File: config.mk
export PLATFORM = sky130hd
export DESIGN_NAME = fire_effect_column_update
export DESIGN_NICKNAME = d
export VERILOG_FILES = /design/src/hw/rtl/fec_pkg.sv /design/src/hw/rtl/fec_front.sv /design/src/hw/rtl/fec_back.sv /design/src/hw/rtl/fec_emit.sv /design/src/hw/rtl/fire_effect_column_update.sv
export SDC_FILE = /design/constraint.sdc
export NUM_CORES = 2
export LEC_CHECK = 0
export BUFFER_PORTS_ARGS = -buffer_cell sky130_fd_sc_hd__buf_4
export CAP_MARGIN = 30
export CORE_MARGIN = 2
export CORE_UTILIZATION = 35
export CTS_BUF_LIST = sky130_fd_sc_hd__clkbuf_4
export DETAILED_ROUTE_END_ITERATION = 6
export GPL_ROUTABILITY_DRIVEN = 0
export HOLD_SLACK_MARGIN = 0.02
export SETUP_SLACK_MARGIN = 0.2
export SLEW_MARGIN = 0
export SYNTH_ARGS = -nofsm -noshare
export SYNTH_HDL_FRONTEND = slang
export SYNTH_HIERARCHICAL = 1
export SYNTH_SLANG_ARGS = --single-unit
File: constraint.sdc
create_clock -name clk -period 24.5 [get_ports clk]
set_input_delay 1.225 -clock clk [delete_from_list [all_inputs] [get_ports clk]]
set_output_delay 1.225 -clock clk [all_outputs]
set_load 0.005 [all_outputs]
File: src/hw/rtl/fec_pkg.sv
package fec_pkg;

    // Widths of the item and result fields.
    localparam int COL_W   = 5;
    localparam int ROW_W   = 3;
    localparam int HEAT_W  = 8;
    localparam int MAX_ROWS = 8;

    // Value taken by the spark threshold register at reset.
    localparam logic [HEAT_W-1:0] SPARK_THRESHOLD_RESET = 8'd120;

    typedef logic [HEAT_W-1:0] heat_t;

    // One column of heat, row 0 in the lowest byte.
    typedef logic [MAX_ROWS-1:0][HEAT_W-1:0] heat_col_t;

    // Classified item as held in the queue between front and back.
    typedef struct packed {
        logic [COL_W-1:0] col;
        heat_col_t        cool;
        logic             spark;
        heat_t            spark_value;
    } fec_item_t;

    // Updated column handed from the back part to the pixel emitter.
    typedef struct packed {
        logic [COL_W-1:0] col;
        heat_col_t        heat;
    } fec_col_t;

endpackage

File: src/hw/rtl/fec_front.sv
module fec_front
    import fec_pkg::*;
#(
    parameter int MATRIX_WIDTH = 32
)
(
    input  logic             clk,
    input  logic             rst_n,
    input  logic             cfg_valid,
    output logic             cfg_ready,
    input  logic [7:0]       cfg_data,
    input  logic             item_valid,
    output logic             item_stall,
    input  logic [COL_W-1:0] column,
    input  heat_col_t        cool,
    input  heat_t            spark_roll,
    input  heat_t            spark_value,
    output logic             q_valid,
    output fec_item_t        q_item,
    input  logic             q_pop
);

    heat_t      threshold_reg;
    fec_item_t  queue_reg [2];
    logic       wr_ptr_reg;
    logic       rd_ptr_reg;
    logic [1:0] count_reg;
    logic [1:0] count_next;
    logic       accept;
    logic       push;
    logic       in_range;
    fec_item_t  new_item;

    assign cfg_ready  = 1'b1;
    assign item_stall = (count_reg == 2'd2);
    assign accept     = item_valid && !item_stall;

    // Items for a column outside the matrix are swallowed here.
    assign in_range = (32'(column) < 32'(MATRIX_WIDTH));
    assign push     = accept && in_range;

    assign new_item.col         = column;
    assign new_item.cool        = cool;
    assign new_item.spark       = (spark_roll < threshold_reg);
    assign new_item.spark_value = spark_value;

    assign q_valid = (count_reg != 2'd0);
    assign q_item  = queue_reg[rd_ptr_reg];

    always_comb
    begin
        count_next = count_reg;
        if (push && !q_pop)
        begin
            count_next = count_reg + 2'd1;
        end
        else if (q_pop && !push)
        begin
            count_next = count_reg - 2'd1;
        end
    end

    always_ff @(posedge clk or negedge rst_n)
    begin
        if (!rst_n)
        begin
            threshold_reg <= SPARK_THRESHOLD_RESET;
            wr_ptr_reg    <= 1'b0;
            rd_ptr_reg    <= 1'b0;
            count_reg     <= 2'd0;
        end
        else
        begin
            if (cfg_valid && cfg_ready)
            begin
                threshold_reg <= cfg_data;
            end
            if (push)
            begin
                wr_ptr_reg <= !wr_ptr_reg;
            end
            if (q_pop)
            begin
                rd_ptr_reg <= !rd_ptr_reg;
            end
            count_reg <= count_next;
        end
    end

    always_ff @(posedge clk)
    begin
        if (push)
        begin
            queue_reg[wr_ptr_reg] <= new_item;
        end
    end

endmodule

File: src/hw/rtl/fec_back.sv
module fec_back
    import fec_pkg::*;
#(
    parameter int MATRIX_WIDTH  = 32,
    parameter int MATRIX_HEIGHT = 8
)
(
    input  logic      clk,
    input  logic      rst_n,
    input  logic      q_valid,
    input  fec_item_t q_item,
    output logic      q_pop,
    output logic      col_valid,
    output fec_col_t  col_data,
    input  logic      col_ready
);

    localparam int AW = (MATRIX_WIDTH > 1) ? $clog2(MATRIX_WIDTH) : 1;
    localparam int XW = (AW > COL_W) ? AW : COL_W;

    // Floor of d / 3 for d below 768, by multiplying with 683 / 2048.
    function automatic heat_t div3(input logic [9:0] d);
        logic [19:0] p;
        begin
            p = 20'(d) * 20'd683;
            return p[18:11];
        end
    endfunction

    heat_col_t              mem [MATRIX_WIDTH];
    logic [MATRIX_WIDTH-1:0] vld_reg;
    heat_col_t              rd_data_reg;
    logic                   rd_vld_reg;

    logic       s1_valid_reg;
    fec_item_t  s1_item_reg;
    logic       s2_valid_reg;
    logic [COL_W-1:0] s2_col_reg;
    logic       s2_spark_reg;
    heat_t      s2_spark_value_reg;
    heat_col_t  s2_heat_reg;

    logic [XW-1:0] rd_col_x;
    logic [XW-1:0] wr_col_x;
    logic [AW-1:0] rd_addr;
    logic [AW-1:0] wr_addr;
    logic          s1_adv;
    logic          s2_adv;
    heat_col_t     base_heat;
    heat_col_t     cooled;
    heat_col_t     new_heat;

    assign rd_col_x = XW'(q_item.col);
    assign rd_addr  = rd_col_x[AW-1:0];
    assign wr_col_x = XW'(s2_col_reg);
    assign wr_addr  = wr_col_x[AW-1:0];

    // A read is only issued once the previous column has been written back.
    assign q_pop  = q_valid && !s1_valid_reg && !s2_valid_reg;
    assign s2_adv = s2_valid_reg && col_ready;
    assign s1_adv = s1_valid_reg && (!s2_valid_reg || s2_adv);

    assign base_heat = rd_vld_reg ? rd_data_reg : '0;

    for (genvar y = 0; y < MAX_ROWS; y++)
    begin : g_row
        if (y < MATRIX_HEIGHT)
        begin : g_cool
            assign cooled[y] = (s1_item_reg.cool[y] >= base_heat[y]) ? '0
                             : base_heat[y] - s1_item_reg.cool[y];
        end
        else
        begin : g_nocool
            assign cooled[y] = '0;
        end

        if (y < MATRIX_HEIGHT - 2)
        begin : g_drift
            logic [9:0] drift_sum;
            assign drift_sum = {1'b0, s2_heat_reg[y + 1], 1'b0} + 10'(s2_heat_reg[y + 2]);
            assign new_heat[y] = div3(drift_sum);
        end
        else if (y == MATRIX_HEIGHT - 2)
        begin : g_drift_low
            logic [9:0] drift_sum;
            assign drift_sum = {1'b0, s2_heat_reg[y], 1'b0} + 10'(s2_heat_reg[y + 1]);
            assign new_heat[y] = div3(drift_sum);
        end
        else if (y == MATRIX_HEIGHT - 1)
        begin : g_bottom
            logic [8:0] spark_sum;
            assign spark_sum = 9'(s2_heat_reg[y]) + 9'(s2_spark_value_reg);
            assign new_heat[y] = !s2_spark_reg ? s2_heat_reg[y]
                               : (spark_sum[8] ? '1 : spark_sum[HEAT_W-1:0]);
        end
        else
        begin : g_unused
            assign new_heat[y] = '0;
        end
    end

    assign col_valid     = s2_valid_reg;
    assign col_data.col  = s2_col_reg;
    assign col_data.heat = new_heat;

    always_ff @(posedge clk or negedge rst_n)
    begin
        if (!rst_n)
        begin
            vld_reg      <= '0;
            rd_vld_reg   <= 1'b0;
            s1_valid_reg <= 1'b0;
            s2_valid_reg <= 1'b0;
        end
        else
        begin
            if (q_pop)
            begin
                rd_vld_reg <= vld_reg[rd_addr];
            end
            if (s2_adv)
            begin
                vld_reg[wr_addr] <= 1'b1;
            end
            if (q_pop)
            begin
                s1_valid_reg <= 1'b1;
            end
            else if (s1_adv)
            begin
                s1_valid_reg <= 1'b0;
            end
            if (s1_adv)
            begin
                s2_valid_reg <= 1'b1;
            end
            else if (s2_adv)
            begin
                s2_valid_reg <= 1'b0;
            end
        end
    end

    always_ff @(posedge clk)
    begin
        if (s2_adv)
        begin
            mem[wr_addr] <= new_heat;
        end
        if (q_pop)
        begin
            rd_data_reg <= mem[rd_addr];
            s1_item_reg <= q_item;
        end
        if (s1_adv)
        begin
            s2_col_reg         <= s1_item_reg.col;
            s2_spark_reg       <= s1_item_reg.spark;
            s2_spark_value_reg <= s1_item_reg.spark_value;
            s2_heat_reg        <= cooled;
        end
    end

endmodule

File: src/hw/rtl/fec_emit.sv
module fec_emit
    import fec_pkg::*;
#(
    parameter int MATRIX_HEIGHT = 8
)
(
    input  logic             clk,
    input  logic             rst_n,
    input  logic             col_valid,
    input  fec_col_t         col_data,
    output logic             col_ready,
    output logic             pixel_valid,
    input  logic             pixel_stall,
    output logic [ROW_W-1:0] row,
    output logic [COL_W-1:0] pixel_column,
    output heat_t            red,
    output heat_t            green,
    output heat_t            blue,
    output logic             last
);

    localparam logic [ROW_W-1:0] LAST_ROW = ROW_W'(MATRIX_HEIGHT - 1);

    logic             em_valid_reg;
    logic [COL_W-1:0] em_col_reg;
    heat_col_t        em_heat_reg;
    logic [ROW_W-1:0] em_row_reg;

    logic             pixel_valid_reg;
    logic [ROW_W-1:0] row_reg;
    logic [COL_W-1:0] col_reg;
    heat_t            red_reg;
    heat_t            green_reg;
    heat_t            blue_reg;

    logic        out_free;
    logic        emit;
    heat_t       cur_heat;
    logic [15:0] scaled;
    logic [16:0] quot_sum;
    heat_t       t;
    heat_t       ramp;
    heat_t       red_next;
    heat_t       green_next;
    heat_t       blue_next;

    assign out_free  = !pixel_valid_reg || !pixel_stall;
    assign emit      = em_valid_reg && out_free;
    assign col_ready = !em_valid_reg || (out_free && (em_row_reg == LAST_ROW));

    // Black-body ramp: t = heat * 191 / 255, the division done exactly as
    // (x + x / 256 + 1) / 256 for every product x = heat * 191.
    assign cur_heat = em_heat_reg[em_row_reg];
    assign scaled   = 16'(cur_heat) * 16'd191;
    assign quot_sum = 17'(scaled) + 17'(scaled[15:8]) + 17'd1;
    assign t        = quot_sum[15:8];
    assign ramp     = {t[5:0], 2'b00};

    always_comb
    begin
        if (t[7])
        begin
            red_next   = '1;
            green_next = '1;
            blue_next  = ramp;
        end
        else if (t[6])
        begin
            red_next   = '1;
            green_next = ramp;
            blue_next  = '0;
        end
        else
        begin
            red_next   = ramp;
            green_next = '0;
            blue_next  = '0;
        end
    end

    always_ff @(posedge clk or negedge rst_n)
    begin
        if (!rst_n)
        begin
            em_valid_reg    <= 1'b0;
            em_row_reg      <= '0;
            pixel_valid_reg <= 1'b0;
        end
        else
        begin
            if (col_valid && col_ready)
            begin
                em_valid_reg <= 1'b1;
                em_row_reg   <= '0;
            end
            else if (emit)
            begin
                if (em_row_reg == LAST_ROW)
                begin
                    em_valid_reg <= 1'b0;
                end
                em_row_reg <= em_row_reg + 1'b1;
            end
            if (out_free)
            begin
                pixel_valid_reg <= em_valid_reg;
            end
        end
    end

    always_ff @(posedge clk)
    begin
        if (col_valid && col_ready)
        begin
            em_col_reg  <= col_data.col;
            em_heat_reg <= col_data.heat;
        end
        if (emit)
        begin
            row_reg   <= em_row_reg;
            col_reg   <= em_col_reg;
            red_reg   <= red_next;
            green_reg <= green_next;
            blue_reg  <= blue_next;
        end
    end

    assign pixel_valid  = pixel_valid_reg;
    assign row          = row_reg;
    assign pixel_column = col_reg;
    assign red          = red_reg;
    assign green        = green_reg;
    assign blue         = blue_reg;
    assign last         = (row_reg == LAST_ROW);

endmodule

File: src/hw/rtl/fire_effect_column_update.sv
// Fire effect column engine for a MATRIX_WIDTH x MATRIX_HEIGHT LED matrix.
// Each beat on the item channel carries one column number with its random
// draws; the block cools that column's stored heat row by row, lets the heat
// drift upward, optionally ignites a spark on the bottom row, writes the
// column back and then sends one pixel beat per row, row 0 first, with last
// set on the bottom row. Columns at or beyond MATRIX_WIDTH are accepted and
// dropped without any pixel beat. The heat store is all zero after reset.
// For the default matrix the throughput is set by the single pixel
// channel; after its item beat is taken, a lone column's first pixel
// passes through the store read, cooling, drift and write back and the
// colour lookup. The front queues up to two items while pixels of an
// earlier column are still going out, so the item channel only stalls
// when that queue is full. The spark threshold
// (reset value 120) is written over the cfg channel, which is always ready;
// write it only while no column is in flight.
module fire_effect_column_update
    import fec_pkg::*;
#(
    parameter int MATRIX_WIDTH  = 32,
    parameter int MATRIX_HEIGHT = 8
)
(
    input  logic             clk,
    input  logic             rst_n,
    input  logic             cfg_valid,
    output logic             cfg_ready,
    input  logic [7:0]       cfg_data,
    input  logic             item_valid,
    output logic             item_stall,
    input  logic [COL_W-1:0] column,
    input  heat_t            cool_row0,
    input  heat_t            cool_row1,
    input  heat_t            cool_row2,
    input  heat_t            cool_row3,
    input  heat_t            cool_row4,
    input  heat_t            cool_row5,
    input  heat_t            cool_row6,
    input  heat_t            cool_row7,
    input  heat_t            spark_roll,
    input  heat_t            spark_value,
    output logic             pixel_valid,
    input  logic             pixel_stall,
    output logic [ROW_W-1:0] row,
    output logic [COL_W-1:0] pixel_column,
    output heat_t            red,
    output heat_t            green,
    output heat_t            blue,
    output logic             last
);

    heat_col_t cool;
    logic      q_valid;
    fec_item_t q_item;
    logic      q_pop;
    logic      col_valid;
    fec_col_t  col_data;
    logic      col_ready;

    // Cooling amounts gathered into one word, row 0 in the lowest byte.
    assign cool = {cool_row7, cool_row6, cool_row5, cool_row4,
                   cool_row3, cool_row2, cool_row1, cool_row0};

    // The front takes item beats, drops out-of-range columns, evaluates the
    // spark condition against the threshold and queues the item.
    fec_front #(
        .MATRIX_WIDTH (MATRIX_WIDTH)
    ) u_front (
        .clk         (clk),
        .rst_n       (rst_n),
        .cfg_valid   (cfg_valid),
        .cfg_ready   (cfg_ready),
        .cfg_data    (cfg_data),
        .item_valid  (item_valid),
        .item_stall  (item_stall),
        .column      (column),
        .cool        (cool),
        .spark_roll  (spark_roll),
        .spark_value (spark_value),
        .q_valid     (q_valid),
        .q_item      (q_item),
        .q_pop       (q_pop)
    );

    // The back reads the column from the heat store, cools it in one stage,
    // applies drift and spark in the next and writes the result back.
    fec_back #(
        .MATRIX_WIDTH  (MATRIX_WIDTH),
        .MATRIX_HEIGHT (MATRIX_HEIGHT)
    ) u_back (
        .clk       (clk),
        .rst_n     (rst_n),
        .q_valid   (q_valid),
        .q_item    (q_item),
        .q_pop     (q_pop),
        .col_valid (col_valid),
        .col_data  (col_data),
        .col_ready (col_ready)
    );

    // The emitter walks the rows of the updated column through the colour
    // ramp into the registered pixel channel.
    fec_emit #(
        .MATRIX_HEIGHT (MATRIX_HEIGHT)
    ) u_emit (
        .clk          (clk),
        .rst_n        (rst_n),
        .col_valid    (col_valid),
        .col_data     (col_data),
        .col_ready    (col_ready),
        .pixel_valid  (pixel_valid),
        .pixel_stall  (pixel_stall),
        .row          (row),
        .pixel_column (pixel_column),
        .red          (red),
        .green        (green),
        .blue         (blue),
        .last         (last)
    );

endmodule
==> results.sh <==
export IMPL_wl_um=226000
export IMPL_tightest_slew_ps=1060
export IMPL_drv_slew=0
export IMPL_die_h_um=514
export IMPL_cts_htree_levels=6
export IMPL_grt_pass1_wl_um=332000
export IMPL_worstPathMaxFanout=16
export IMPL_cp_end_kind="register"
export IMPL_start_util_pct=35.2
export IMPL_hold_viol_final=0
export IMPL_grt_usage_pct=17.1
export IMPL_wire_per_inst_um=24.2
export IMPL_timing_hold_ws_ps=219
export IMPL_drtPass1Iterations=5
export IMPL_cts_tree="built"
export IMPL_wl_met3_um=15000
export IMPL_reg2reg_depth=26
export IMPL_via_per_inst=5.16
export IMPL_path_clk_slew_ps=60
export IMPL_route_top_layer_used="met5"
export IMPL_max_slew_margin_pct=29.7
export IMPL_period_share_pct=36.9
export IMPL_max_freq_ghz=0.111
export IMPL_clock_sinks=2013
export IMPL_antenna_found_initial=14
export IMPL_layout_nets=6371
export IMPL_dr_wl_met2_um=112000
export IMPL_grt_max_degree=118
export IMPL_rows=187
export IMPL_syn2layout_area_growth_pct=14.8
export IMPL_maxCapViolations=0
export IMPL_arrival_ps=10020
export IMPL_cts_buffer_depth=4
export IMPL_outcome="finished, final reports clean"
export IMPL_overflow=0
export IMPL_place_port_buffers=122
export IMPL_ys_warn_count=6
export IMPL_synth_area_um2=91200
export IMPL_hpwl_um=135000
export IMPL_io_pins=134
export IMPL_avgSynthCellArea_um2=18.6
export IMPL_die_area_um2=265000
export IMPL_period_needed_ps=9050
export IMPL_critPathKind="register to register"
export IMPL_worstHoldPathCells=3
export IMPL_worst_setup_path_start_kind="register"
export IMPL_cts_buffers=536
export IMPL_ctsRootBufferMaster="clkbuf_4"
export IMPL_drc=0
export IMPL_die_w_um=514
export IMPL_setup_violations_final=0
export IMPL_synth_cells=4898
export IMPL_hold_path_class="input port to register"
export IMPL_grt_pass1_vias=51200
export IMPL_finClkSkew_ps=115
export IMPL_dr_total_vias=48100
export IMPL_largest_reg_flops=1536
export IMPL_post_cts_repair_setup_buffers=0
export IMPL_met1_length_um=93500
export IMPL_rsz0062_at_grt="no"
export IMPL_tns_ps=0
export IMPL_clk_latency_ps=1360
export IMPL_layout_drive_gt1_share_pct=30.3
export IMPL_drtAntennaViolNets=0
export IMPL_worst_ep_required_time_ps=25470
export IMPL_drt_iter0_drc=4302
export IMPL_core_area_um2=259000
[timing repair]
action                    CTS  global route
hold endpoints to repair  194             0
hold buffers               78             0
gates resized for setup     0             0
[metal layers]
| metal | global-route usage [%] | vias up |
|---|---|---|
| met2 | 28.8 | 1582 |
| met5 | 0 | - |
| met3 | 3.69 | 366 |
| met1 | 22.0 | 25200 |
| met4 | 5.59 | 2 |
| li1 | - | 20900 |
[final cells by class]
type                    count  area [um2]
well taps                3402        4260
multi-input cells        2321       29400
flip-flops and latches   2013       60200
diodes                      8        20.0
fillers                 23300      155000
inverters                 407        1530
clock inverters           111         741
repair buffers            328        3070
clock buffers             738        5540
[cells in the final DEF (no fill, tap or decap), drive strengths merged, types with 6 or more instances in the layout]
master       instances
o211ai               8
a21boi              18
xnor2              112
or2                 37
nand2               84
a31oi               16
o22ai                9
dfrtp               48
nor3                37
a21o                48
and2                44
bufinv              11
clkbuf             738
o21ai               87
mux2               122
a21oi               78
mux4               506
fa                 163
o21a                20
dlygate4sd3         78
nand4               22
ha                 503
o21bai              12
nand3               25
a211oi              11
edfxtp            1961
mux2i                7
nor2b               38
and3                17
inv                421
nor2               159
nand2b              22
o22a                 8
clkinv              84
nor3b                6
xor2                41
diode                8
buf                250
[critical path, stage by stage, from the launching register on]
cell and delay [ps]:
dfrtp_1 390, buf_4 370, mux4_2 630, mux2i_1 610, inv_1 370, fa_1 600, inv_1 50, fa_1 530
inv_1 50, fa_1 470, inv_1 50, fa_1 470, inv_1 40, ha_1 400, and3_1 210, a221oi_1 520
a21oi_1 160, xnor2_1 460, inv_1 90, ha_1 190, a21oi_1 160, or4b_4 510, o21ai_2 170, o21ai_2 120
and2_4 170, a211oi_2 680, o21ai_0 200
[metrics by stage]
| step | cell area, um2 | util, % | setup WS, ps | std cells |
|---|---|---|---|---|
| 2_1_floorplan | 91200 | - | 13850 | 4899 |
| 3_3_place_gp | 97100 | 37.4 | 15020 | 8365 |
| 3_5_place_dp | 97500 | 37.6 | 15420 | 8387 |
| 4_1_cts | 105000 | 40.3 | 15350 | 9314 |
| 5_1_grt | 105000 | 40.4 | 14910 | 9324 |
| 6_report | 105000 | 40.4 | 15450 | 9328 |
[worst paths after layout]
path / start / end / slack, ps
setup / recovery: u_emit/em_row_reg[0]$_DFFE_PN0P_ / u_emit/green[2]$_SDFFCE_PP1P_ / 15450
hold / removal: pixel_stall / u_emit/pixel_valid$_DFFE_PN0P_ / 220
setup reg to reg: u_emit/em_row_reg[0]$_DFFE_PN0P_ / u_emit/green[2]$_SDFFCE_PP1P_ / 15450
hold reg to reg: u_back/s1_item_reg[73]$_DFFE_PP_ / u_back/s2_col_reg[0]$_DFFE_PP_ / 400
max in group asynchronous: rst_n / u_back/rd_vld_reg$_DFFE_PN0P_ / 23430
min in group asynchronous: rst_n / u_front/rd_ptr_reg$_DFFE_PN0P_ / 540
Power is not shown: default switching activity piles up to over one toggle a cycle in this logic, so the estimate is an artifact.
